$ cat src/hw/rtl/bsff_pkg.sv
// Package for the bit-set store with find-first-set.
// Holds sizes, operation codes, result and RAM request types and the bit search.
// No dependencies.
`default_nettype none
package bsff_pkg;

   localparam int MAX_BITS  = 1024;
   localparam int WORD_BITS = 32;
   localparam int DEPTH     = (MAX_BITS + WORD_BITS - 1) / WORD_BITS;
   localparam int ADDR_W    = $clog2(DEPTH);
   localparam int BIT_W     = $clog2(WORD_BITS);
   localparam int IDX_W     = 10;
   localparam int CNT_W     = ADDR_W + 1;
   localparam int SIZE_W    = 11;
   localparam int FUNC_W    = 3;

   localparam logic [SIZE_W-1:0] SIZE_RESET = SIZE_W'(1024);
   localparam logic [SIZE_W-1:0] SIZE_MAX   = SIZE_W'(MAX_BITS);

   // operation codes carried on req_tuser
   localparam logic [FUNC_W-1:0] FN_SET        = 3'd0;
   localparam logic [FUNC_W-1:0] FN_CLEAR      = 3'd1;
   localparam logic [FUNC_W-1:0] FN_READ       = 3'd2;
   localparam logic [FUNC_W-1:0] FN_FIND       = 3'd3;
   localparam logic [FUNC_W-1:0] FN_SET_ALL    = 3'd4;
   localparam logic [FUNC_W-1:0] FN_CLEAR_ALL  = 3'd5;
   localparam logic [FUNC_W-1:0] FN_TEST_EMPTY = 3'd6;

   localparam int REQ_TDATA_W = 16;
   localparam int RSP_W       = IDX_W + 4;
   localparam int RSP_TDATA_W = 16;
   localparam int RSP_PAD_W   = RSP_TDATA_W - RSP_W;

   // packed lowest field last: bit_value lands in bit 0
   typedef struct packed {
      logic             error;
      logic             is_empty;
      logic [IDX_W-1:0] first_index;
      logic             found;
      logic             bit_value;
   } result_type;

   typedef struct packed {
      logic       valid;
      result_type result;
   } fin_type;

   typedef struct packed {
      logic                 wr_en;
      logic [ADDR_W-1:0]    wr_addr;
      logic [WORD_BITS-1:0] wr_data;
      logic                 rd_en;
      logic [ADDR_W-1:0]    rd_addr;
   } ram_req_type;

   // position of the lowest set bit; 0 for an empty word
   function automatic logic [BIT_W-1:0] first_set(input logic [WORD_BITS-1:0] w);
      logic [BIT_W-1:0] pos;
      pos = '0;
      for (int i = WORD_BITS - 1; i >= 0; i--) begin
         if (w[i]) pos = BIT_W'(i);
      end
      return pos;
   endfunction

endpackage
`default_nettype wire

$ cat src/hw/rtl/bsff_ram.sv
// Generic single-write, single-read synchronous RAM with registered read data.
// No dependencies.
`default_nettype none
module bsff_ram #(
   parameter int WIDTH = 32,
   parameter int DEPTH = 32
) (
   input  wire logic                     clock,
   input  wire logic                     wr_en,
   input  wire logic [$clog2(DEPTH)-1:0] wr_addr,
   input  wire logic [WIDTH-1:0]         wr_data,
   input  wire logic                     rd_en,
   input  wire logic [$clog2(DEPTH)-1:0] rd_addr,
   output logic      [WIDTH-1:0]         rd_data
);

   logic [WIDTH-1:0] mem_ff [DEPTH];
   logic [WIDTH-1:0] rd_data_ff;

   always_ff @(posedge clock) begin
      if (wr_en) mem_ff[wr_addr] <= wr_data;
      if (rd_en) rd_data_ff <= mem_ff[rd_addr];
   end

   assign rd_data = rd_data_ff;

endmodule
`default_nettype wire

$ cat src/hw/rtl/bsff_engine.sv
// Operation sequencer: read-modify-write, word scan and fill over the word RAM.
// Keeps per-word valid bits so unwritten words read as zero. Uses bsff_pkg.
`default_nettype none
module bsff_engine (
   input  wire logic                               clock,
   input  wire logic                               reset,
   input  wire logic                               req_valid,
   output logic                                    req_ready,
   input  wire logic [bsff_pkg::FUNC_W-1:0]        req_func,
   input  wire logic [bsff_pkg::IDX_W-1:0]         req_idx,
   input  wire logic [bsff_pkg::SIZE_W-1:0]        eff_size,
   input  wire logic [bsff_pkg::CNT_W-1:0]         words_used,
   input  wire logic                               out_free,
   output bsff_pkg::ram_req_type                   ram_req,
   input  wire logic [bsff_pkg::WORD_BITS-1:0]     ram_rdata,
   output bsff_pkg::fin_type                       fin
);

   typedef enum logic [4:0] {
      ST_IDLE = 5'b00001,
      ST_RMW  = 5'b00010,
      ST_SCAN = 5'b00100,
      ST_FILL = 5'b01000,
      ST_DONE = 5'b10000
   } state_type;

   state_type                       state_ff, state_in;
   logic [bsff_pkg::FUNC_W-1:0]     func_ff, func_in;
   logic [bsff_pkg::BIT_W-1:0]      bit_ff, bit_in;
   logic [bsff_pkg::ADDR_W-1:0]     paddr_ff, paddr_in;
   logic [bsff_pkg::CNT_W-1:0]      ptr_ff, ptr_in;
   logic                            pend_ff, pend_in;
   logic [bsff_pkg::DEPTH-1:0]      valid_ff, valid_in;
   bsff_pkg::result_type            res_ff, res_in;

   logic [bsff_pkg::WORD_BITS-1:0]  word_rd;
   logic [bsff_pkg::WORD_BITS-1:0]  mask;
   logic                            hit;
   logic                            fin_now;
   bsff_pkg::result_type            fin_r;

   // a word never written since reset reads as zero
   assign word_rd = valid_ff[paddr_ff] ? ram_rdata : '0;
   assign mask    = bsff_pkg::WORD_BITS'(1) << bit_ff;
   assign hit     = pend_ff && (word_rd != '0);

   always_comb begin
      state_in  = state_ff;
      func_in   = func_ff;
      bit_in    = bit_ff;
      paddr_in  = paddr_ff;
      ptr_in    = ptr_ff;
      pend_in   = pend_ff;
      res_in    = res_ff;
      req_ready = 1'b0;
      ram_req   = '0;
      fin_now   = 1'b0;
      fin_r     = '0;

      unique case (state_ff)
         ST_IDLE: begin
            req_ready = 1'b1;
            if (req_valid) begin
               func_in  = req_func;
               bit_in   = req_idx[bsff_pkg::BIT_W-1:0];
               paddr_in = req_idx[bsff_pkg::IDX_W-1:bsff_pkg::BIT_W];
               ptr_in   = '0;
               pend_in  = 1'b0;
               unique case (req_func)
                  bsff_pkg::FN_SET, bsff_pkg::FN_CLEAR, bsff_pkg::FN_READ: begin
                     if ({1'b0, req_idx} >= eff_size) begin
                        fin_now     = 1'b1;
                        fin_r.error = 1'b1;
                     end else begin
                        ram_req.rd_en   = 1'b1;
                        ram_req.rd_addr = req_idx[bsff_pkg::IDX_W-1:bsff_pkg::BIT_W];
                        state_in        = ST_RMW;
                     end
                  end
                  bsff_pkg::FN_FIND, bsff_pkg::FN_TEST_EMPTY: state_in = ST_SCAN;
                  bsff_pkg::FN_SET_ALL, bsff_pkg::FN_CLEAR_ALL: state_in = ST_FILL;
                  default: fin_now = 1'b1;
               endcase
            end
         end
         ST_RMW: begin
            fin_now = 1'b1;
            priority if (func_ff == bsff_pkg::FN_SET) begin
               ram_req.wr_en   = 1'b1;
               ram_req.wr_addr = paddr_ff;
               ram_req.wr_data = word_rd | mask;
            end else if (func_ff == bsff_pkg::FN_CLEAR) begin
               ram_req.wr_en   = 1'b1;
               ram_req.wr_addr = paddr_ff;
               ram_req.wr_data = word_rd & ~mask;
            end else begin
               fin_r.bit_value = |(word_rd & mask);
            end
         end
         ST_SCAN: begin
            // check the word read last cycle, issue the next read meanwhile
            if (hit || ptr_ff == words_used) begin
               fin_now = 1'b1;
               if (func_ff == bsff_pkg::FN_FIND) begin
                  fin_r.found       = hit;
                  fin_r.first_index = hit ? {paddr_ff, bsff_pkg::first_set(word_rd)} : '0;
               end else begin
                  fin_r.is_empty = !hit;
               end
            end else begin
               ram_req.rd_en   = 1'b1;
               ram_req.rd_addr = ptr_ff[bsff_pkg::ADDR_W-1:0];
               paddr_in        = ptr_ff[bsff_pkg::ADDR_W-1:0];
               pend_in         = 1'b1;
               ptr_in          = ptr_ff + 1'b1;
            end
         end
         ST_FILL: begin
            if (ptr_ff == words_used) begin
               fin_now = 1'b1;
            end else begin
               ram_req.wr_en   = 1'b1;
               ram_req.wr_addr = ptr_ff[bsff_pkg::ADDR_W-1:0];
               ram_req.wr_data = (func_ff == bsff_pkg::FN_SET_ALL) ? '1 : '0;
               ptr_in          = ptr_ff + 1'b1;
            end
         end
         ST_DONE: begin
            fin_now = 1'b1;
            fin_r   = res_ff;
         end
         default: state_in = ST_IDLE;
      endcase

      // hand the result over, or hold it until the output register frees up
      if (fin_now) begin
         if (out_free) begin
            state_in = ST_IDLE;
         end else begin
            res_in   = fin_r;
            state_in = ST_DONE;
         end
      end

      valid_in = valid_ff;
      if (ram_req.wr_en) valid_in[ram_req.wr_addr] = 1'b1;
   end

   assign fin.valid  = fin_now;
   assign fin.result = fin_r;

   always_ff @(posedge clock) begin
      if (reset) begin
         state_ff <= ST_IDLE;
         valid_ff <= '0;
         ptr_ff   <= '0;
         pend_ff  <= 1'b0;
      end else begin
         state_ff <= state_in;
         valid_ff <= valid_in;
         ptr_ff   <= ptr_in;
         pend_ff  <= pend_in;
      end
   end

   always_ff @(posedge clock) begin
      func_ff  <= func_in;
      bit_ff   <= bit_in;
      paddr_ff <= paddr_in;
      res_ff   <= res_in;
   end

endmodule
`default_nettype wire

$ cat src/hw/rtl/bitmap_store_with_find_first_unit.sv
// Top level of the bit-set store with find-first-set.
// Depends on bsff_pkg, bsff_ram and bsff_engine.
//
// A set of up to 1024 bits, kept as 32 words of 32 bits in one synchronous RAM and
// cleared at reset (per-word valid bits make it read as zero at once, so there is no
// clearing pass). Each request beat carries an operation on req_tuser and a bit index
// on req_tdata; every request gives exactly one response beat. Set, clear and read
// issue the RAM read on acceptance, then write the word back or, for read, return the
// bit; an index at or above the configured size, and the unused operation code, finish
// on acceptance and change nothing. Find-first and test-empty read the words in use
// one per cycle, stopping at the first non-zero word; set-all and clear-all write one
// word per cycle. The words in use are the csr size, capped at 1024 bits, rounded up
// to whole 32-bit words. The sequencer takes one request at a time over the single RAM
// read port. A finished response waits in an output register, so the next request is
// taken while the previous response is still stalled. Write the size only while idle.
`default_nettype none
module bitmap_store_with_find_first_unit (
   input  wire logic                                  clock,
   input  wire logic                                  reset,
   // request: tuser = func[2:0]; tdata = bit_index[9:0], zero pad [15:10]
   input  wire logic                                  req_tvalid,
   output logic                                       req_tready,
   input  wire logic [bsff_pkg::FUNC_W-1:0]           req_tuser,
   input  wire logic [bsff_pkg::REQ_TDATA_W-1:0]      req_tdata,
   // response: tdata = bit_value[0], found[1], first_index[11:2], is_empty[12],
   // error[13], zero pad [15:14]
   output logic                                       rsp_tvalid,
   input  wire logic                                  rsp_tready,
   output logic      [bsff_pkg::RSP_TDATA_W-1:0]      rsp_tdata,
   // size_in_bits register
   input  wire logic                                  csr_wr_en,
   input  wire logic [bsff_pkg::SIZE_W-1:0]           csr_wr_data
);

   logic [bsff_pkg::SIZE_W-1:0]    size_ff, size_in;
   logic [bsff_pkg::SIZE_W-1:0]    eff_size;
   logic [bsff_pkg::SIZE_W-1:0]    size_round;
   logic [bsff_pkg::CNT_W-1:0]     words_used;
   logic                           rsp_valid_ff, rsp_valid_in;
   bsff_pkg::result_type           rsp_data_ff, rsp_data_in;
   logic                           out_free;
   bsff_pkg::ram_req_type          ram_req;
   logic [bsff_pkg::WORD_BITS-1:0] ram_rdata;
   bsff_pkg::fin_type              fin;

   // saturate the size, then round up to whole words
   assign eff_size   = (size_ff > bsff_pkg::SIZE_MAX) ? bsff_pkg::SIZE_MAX : size_ff;
   assign size_round = eff_size + bsff_pkg::SIZE_W'(bsff_pkg::WORD_BITS - 1);
   assign words_used = bsff_pkg::CNT_W'(size_round >> bsff_pkg::BIT_W);

   assign size_in = csr_wr_en ? csr_wr_data : size_ff;

   always_ff @(posedge clock) begin
      if (reset) size_ff <= bsff_pkg::SIZE_RESET;
      else       size_ff <= size_in;
   end

   bsff_engine u_engine (
      .clock      (clock),
      .reset      (reset),
      .req_valid  (req_tvalid),
      .req_ready  (req_tready),
      .req_func   (req_tuser),
      .req_idx    (req_tdata[bsff_pkg::IDX_W-1:0]),
      .eff_size   (eff_size),
      .words_used (words_used),
      .out_free   (out_free),
      .ram_req    (ram_req),
      .ram_rdata  (ram_rdata),
      .fin        (fin)
   );

   bsff_ram #(
      .WIDTH (bsff_pkg::WORD_BITS),
      .DEPTH (bsff_pkg::DEPTH)
   ) u_word_ram (
      .clock   (clock),
      .wr_en   (ram_req.wr_en),
      .wr_addr (ram_req.wr_addr),
      .wr_data (ram_req.wr_data),
      .rd_en   (ram_req.rd_en),
      .rd_addr (ram_req.rd_addr),
      .rd_data (ram_rdata)
   );

   // output register: load a finished beat when empty or draining, drop on take
   assign out_free = !rsp_valid_ff || rsp_tready;

   always_comb begin
      rsp_valid_in = rsp_valid_ff;
      rsp_data_in  = rsp_data_ff;
      if (fin.valid && out_free) begin
         rsp_valid_in = 1'b1;
         rsp_data_in  = fin.result;
      end else if (rsp_tready) begin
         rsp_valid_in = 1'b0;
      end
   end

   always_ff @(posedge clock) begin
      if (reset) rsp_valid_ff <= 1'b0;
      else       rsp_valid_ff <= rsp_valid_in;
   end

   always_ff @(posedge clock) begin
      rsp_data_ff <= rsp_data_in;
   end

   assign rsp_tvalid = rsp_valid_ff;
   assign rsp_tdata  = {{bsff_pkg::RSP_PAD_W{1'b0}}, rsp_data_ff};

endmodule
`default_nettype wire

$ cat config.mk
export PLATFORM = sky130hd
export DESIGN_NAME = bitmap_store_with_find_first_unit
export DESIGN_NICKNAME = d
export VERILOG_FILES = /design/src/hw/rtl/bsff_pkg.sv /design/src/hw/rtl/bsff_ram.sv /design/src/hw/rtl/bsff_engine.sv /design/src/hw/rtl/bitmap_store_with_find_first_unit.sv
export SDC_FILE = /design/constraint.sdc
export NUM_CORES = 1
export LEC_CHECK = 0
export ABC_CLOCK_PERIOD_IN_PS = 5600
export BUFFER_PORTS_ARGS = -buffer_cell sky130_fd_sc_hd__buf_2
export CAP_MARGIN = 20
export CELL_PAD_IN_SITES_DETAIL_PLACEMENT = 0
export CELL_PAD_IN_SITES_GLOBAL_PLACEMENT = 1
export CORE_AREA = 2 2 302 304
export DETAILED_ROUTE_END_ITERATION = 7
export DIE_AREA = 0 0 304 306
export PLACE_DENSITY = 0.77
export SYNTH_ARGS = -nofsm -noshare
export SYNTH_HDL_FRONTEND = slang
export SYNTH_SLANG_ARGS = --single-unit
$ cat constraint.sdc
create_clock -name clock -period 5.6 [get_ports clock]
set_input_delay 0.56 -clock clock [delete_from_list [all_inputs] [get_ports clock]]
set_output_delay 0.56 -clock clock [all_outputs]
set_load 0.01 [all_outputs]
==> metrics.cfg, run 1 <==
[status]
status=finished, violations left
failed_checks=DRC

[timing]
maxSlewViolCount=0
setup_viol=0
rsz0062_at_grt=no
tightest_slew_ps=1150
clock_skew_ps=36.6
hold_viol=0
fin_crit_sh_pct=91.8
max-slew-margin-rel_pct=23.1
min_period_ps=5140
setup-tns-final_ps=0
fmax_mhz=194

[drt]
routedWlPerCell_um=28.0
drc=1
ant_nets=0
via_per_inst=6.53
vias=31400
wl_um=135000
drt-initial-drc-count=4232
dr.pass1.iters=8

[clock_network]
cts_tree=done
clk_pin_slew_ps=60
cts-buffers-inserted=114
cts.sinks=1153
htree_num_levels=3
hold_buffers=0
cts_buffer_depth=3
cts_setup_buffers=0
cts_resized=0
worstSkewPairLatency_ps=710
cts_root_buffer=clkbuf_16

[placement]
io_buffers=44
dp_hpwl_um=74000
gp_congestion=0.880

[floorplanning]
design.die.area_um2=93000
fp.dieW_um=304
initial_core_util_pct=52.6
rows=110
ios=53
die_y_um=306
core_area_um2=89600

[worst_hold_path]
hold_path_depth=1
worstHoldPathType=in2reg
hold-path-endpoint=u_engine.bit_ff[2]
worstHoldStart=req_tdata[2]

[yosys]
ys_ff_latch=1153
netlist_area_um2=47200
async_reset_ff_share_pct=0
synth_cell_types=70
ys_seq_area_share_pct=72.2
synth-main-ff-cell=edfxtp_1
synth_edf_count=1097
synth_cells=3508
syn_area_per_cell_um2=13.4
yosysWarningCount=0

[layout]
num_antenna_cells=0
drive_gt1_share_pct=12.3
layout_common_cells=1097 x edfxtp_1, 598 x nand2_1, 280 x a31oi_1
final_common_cell=edfxtp_1
layout.nets=3594
syn2layout_area_growth_pct=13.3

[critical_path]
reg2reg_depth=15
start_kind=flip-flop
cp_top_family=simple AND/OR/NAND/NOR gates
r2r_start=size_ff[10]
reg2reg_slack_ps=460
cp.arrival_ps=5640
worst_path_largest_cell_delay_ps=550
path_cells=inv_1 -> nand2_1 -> ha_1 -> and3_1 -> a221oi_1 -> a21o_1 -> and3_1 -> nand2_8 -> nand2_8 -> buf_4 -> buf_4 -> nand2_1 -> a32oi_1 -> o22ai_1 -> nor4_1
critPathKind=reg2reg
cp_max_fo=45
cpMaxStageDelayCell=dfxtp_1
r2r-end=u_word_ram.rd_data[8]
cp.required_ps=6100
worstSetupEndpointType=flip-flop
crit_buf_inv=3

[grt]
grt_max_degree=115
antenna_found_initial=0
grt_pass1_wl_um=196000
globalRouteTotalUtil_pct=28.6
grt_pass1_vias=29800
gr-total-overflow=0

[power_and_ir_drop]
leakage_nw=15.7
vdd.ir_drop.worst_v=0.000235
power_w=0.0179
power.density_nw_per_um2=335

[flow_run]
cap_violations=0

-- cell type report --
class / count / area, µm²
tap: 1176 / 1470
inverter: 21 / 78.8
sequential: 1153 / 34100
clock buffer: 140 / 3000
multi-input combinational: 2060 / 12100
timing repair buffer: 198 / 1980
clock inverter: 69 / 698
fill: 6756 / 36200
-- kinds of logic after synthesis --
| family | count (synthesis) | share of synthesized area, % |
|---|---|---|
| AOI/OAI and AO/OA | 868 | 12.4 |
| xor gates and xnor gates | 11 | 0.204 |
| adders and majority gates | 11 | 0.292 |
| buffers and inverters | 296 | 2.88 |
| DFF | 1153 | 72.2 |
| muxes | 29 | 0.618 |
| other | 1 | 0.00795 |
| and+or+nand+nor | 1139 | 11.3 |
-- state kept, by name, summed over array words and instances, names as in the netlist --
register / cells
rsp_tdata: 14
rsp_tvalid: 1
size_ff: 11
u_engine.bit_ff: 5
u_engine.func_ff: 3
u_engine.paddr_ff: 5
u_engine.pend_ff: 1
u_engine.ptr_ff: 6
u_engine.res_ff: 14
u_engine.state_ff: 5
u_engine.valid_ff: 32
u_word_ram.mem_ff: 1024
u_word_ram.rd_data: 32
-- worst max path at each step --
stage / start / to / slack, ps / cells past startpoint
after detailed placement: size_ff[10] / u_word_ram.rd_data[22] / 550 / 14
after global routing: size_ff[10] / u_word_ram.rd_data[22] / 170 / 14
after floorplan: size_ff[1] / u_word_ram.mem_ff[30][0] / 610 / 10
after CTS: size_ff[10] / u_word_ram.rd_data[8] / 520 / 15
final: size_ff[10] / u_word_ram.rd_data[8] / 460 / 15
after global placement: size_ff[10] / u_word_ram.rd_data[22] / 710 / 14
-- where the power goes --
group / switching (W) / internal, W / leakage, nW
logic: 0.000571 / 0.000300 / 5.38
clock network: 0.00323 / 0.00436 / 1.81
registers: 0.0000880 / 0.00937 / 8.52
total: 0.00389 / 0.0140 / 15.7
-- synth_stat cells (34+ instances only) --
cell type	instances	area share, %
edfxtp_1	1097	70
nand2_1	605	4.8
a31oi_1	280	3.7
a211oi_1	248	3.9
and3_1	248	3.3
clkbuf_1	137	1.1
o22ai_1	130	1.7
nor2_1	105	0.84
buf_2	98	1.0
o21ai_0	59	0.63
dfxtp_1	56	2.4
nand3_1	46	0.49
nor4_1	34	0.45
-- layer usage --
metal  share of wire, %  vias to the layer above  wire, µm  track usage [%]
li1                   -                    13700         -                -
met1                 40                    15700     54500             40.2
met2                 47                     1733     63400             45.9
met3                9.7                      268     13100             4.97
met4                2.8                        0      3760             8.84
met5                  0                        -         0                0
-- worst reg2reg max path: stages (launching register included) --
cell and delay (ps):
dfxtp_1 550, inv_1 280, nand2_1 150, ha_1 240, and3_1 220, a221oi_1 320, a21o_1 270, and3_1 460
nand2_8 300, nand2_8 470, buf_4 500, buf_4 360, nand2_1 90, a32oi_1 250, o22ai_1 150, nor4_1 330
-- per-stage QoR --
stage	utilization [%]	worst slack [ps]	instances	cell area [µm²]	hold slack, ps
detailed placement	55.3	553	4595	49500	454
finish	59.6	458	4817	53400	68.5
CTS	59.4	516	4804	53200	39.1
floorplan	-	611	3509	47200	437
global placement	55.2	707	4591	49400	448
global route	59.6	167	4817	53400	54.4
No activity file was read; power rests on OpenSTA's default activity.
==> inputs of run 2 (changes only) <==
Settings changed: CELL_PAD_IN_SITES_DETAIL_PLACEMENT 0 to not set, CELL_PAD_IN_SITES_GLOBAL_PLACEMENT 1 to not set, CORE_AREA 2 2 302 304 to 2 2 357 253, DIE_AREA 0 0 304 306 to 0 0 359 255, PLACE_DENSITY 0.77 to 0.67.
==> run 2 against run 1 <==
The flow now finishes without violations. Utilization rose by 0.34 points. Setup slack improved by 220 ps. Hold slack lost 18 ps. Critical path depth fell by 1. Combinational power rose by 2%. Clock power is 4.9% lower. Die area is 1.6% lower. Sequential cell count did not move. Sequential power is essentially flat. Critical path type unchanged.
==> metrics.cfg, run 2 (synthesis results as in run 1) <==
[timing]
rsz0062_at_grt=no
setup-tns-final_ps=0
fmax_mhz=203
hold_viol=0
whs_ps=50.9
tightest_slew_ps=1050
max-slew-margin-rel_pct=30.0
fin_crit_sh_pct=87.8
setup_viol=0
clock_skew_ps=35.4
maxSlewViolCount=0
min_period_ps=4920

[critical_path]
worst_path_largest_cell_delay_ps=740
cp.arrival_ps=5500
r2r_start=u_word_ram.rd_data[25]
cp-startpoint=u_word_ram.rd_data[25]
start_kind=flip-flop
cp_top_family=compound AO/OA/AOI/OAI gates
worstSetupEndpointType=flip-flop
crit_buf_inv=4
critPathKind=reg2reg
cpMaxStageDelayCell=nor4_1
path_cells=nor4_1 -> nand3_1 -> o31a_1 -> a21oi_2 -> o21ai_1 -> buf_4 -> o21ai_4 -> buf_12 -> buf_12 -> a211oi_1 -> a31oi_1 -> o22ai_1 -> nor4_1 -> buf_4
cp_max_fo=57
cp.required_ps=6180

[clock_network]
cts-buffers-inserted=101
cts_resized=0
cts_root_buffer=clkbuf_16
cts_setup_buffers=0
cts_buffer_depth=3
clk_pin_slew_ps=70
htree_num_levels=3
cts.sinks=1153
worstSkewPairLatency_ps=720
cts_tree=done
hold_buffers=0

[power_and_ir_drop]
switching_share_pct=21.6
combPwrFrac_pct=5.0
power.density_nw_per_um2=330
clockPowerShare_pct=41.1
seqPwrFrac_pct=53.8
vdd.ir_drop.worst_v=0.000303
leakage_nw=15.6
p_sw_w=0.00378
cell_internal_pwr_w=0.0138

[placement]
dpl_cell_area_um2=49600
gp_congestion=0.937
dp_hpwl_um=75700
io_buffers=44

[layout]
design_area_um2=53200
largest_reg_flops=1024
layout.nets=3587
drive_gt1_share_pct=12.1
num_antenna_cells=0
final_common_cell=edfxtp_1
layout_common_cells=1097 x edfxtp_1, 598 x nand2_1, 280 x a31oi_1
top_register=u_word_ram.mem_ff
fin_util_pct=59.9
syn2layout_area_growth_pct=12.8
nFillCells=6604

[drt]
via_per_inst=6.64
wl_um=138000
drc=0
dr.pass1.iters=5
routedWlPerCell_um=28.8
vias=31900
ant_nets=0
drt-initial-drc-count=4926

[floorplanning]
core_area_um2=88800
fp.dieW_um=359
ios=53
die_y_um=255
design.die.area_um2=91500
initial_core_util_pct=53.1
rows=92

[grt]
gr-total-overflow=0
grt_max_degree=117
antenna_found_initial=1
grt_pass1_wl_um=199000
grt_pass1_vias=30000
globalRouteTotalUtil_pct=29.9

[status]
status=completed

[flow_run]
cap_violations=0

[worst_hold_path]
worstHoldStart=req_tdata[4]
worstHoldPathType=in2reg

run 2: final timing paths:
kind,end,cells after the start,slack [ps]
hold reg to reg,u_engine.valid_ff[20],1,470
setup / recovery,u_word_ram.rd_data[12],14,680
hold / removal,u_engine.bit_ff[4],1,50
setup reg to reg,u_word_ram.rd_data[12],14,680
run 2: worst register-to-register path, cell delays in order (launching register included):
cell	delay [ps]
edfxtp_1	580
nor4_1	740
nand3_1	330
o31a_1	400
a21oi_2	270
o21ai_1	270
buf_4	260
o21ai_4	230
buf_12	370
buf_12	290
a211oi_1	110
a31oi_1	200
o22ai_1	130
nor4_1	420
buf_4	210
run 2: cell type report:
cell class / count / area (µm²) / share of cell area [%]
Timing Repair Buffer: 204 / 2080 / 3.90
Clock inverter: 55 / 604 / 1.14
Multi-Input combinational cell: 2060 / 12100 / 22.7
Tap cell: 1175 / 1470 / 2.76
Inverter: 21 / 78.8 / 0.148
Clock buffer: 133 / 2810 / 5.29
Sequential cell: 1153 / 34100 / 64.0
run 2: stage by stage:
stage	setup slack, ps	power, W	cells
after floorplan	611	0.0102	3509
after global placement	932	0.0105	4599
after detailed placement	873	0.0105	4600
after CTS	811	0.0176	4788
after global routing	507	0.0180	4801
final	682	0.0175	4801
run 2: metal layers:
| metal | track usage (%) | wire (µm) | vias up | share of wire [%] |
|---|---|---|---|---|
| li1 | - | - | 13700 | - |
| met1 | 42.5 | 55100 | 15900 | 40 |
| met2 | 45.5 | 61500 | 2030 | 44 |
| met3 | 6.94 | 17100 | 281 | 12 |
| met4 | 10.6 | 4720 | 4 | 3.4 |
| met5 | 0 | 34 | - | 0.025 |
run 2: power groups by stage:
stage	Clock (W)	Sequential [W]	Combinational, W
after floorplan	0	0.00958	0.000602
after global placement	0	0.00963	0.000831
after detailed placement	0	0.00963	0.000862
after CTS	0.00727	0.00944	0.000868
after global routing	0.00760	0.00944	0.000952
final	0.00722	0.00945	0.000885
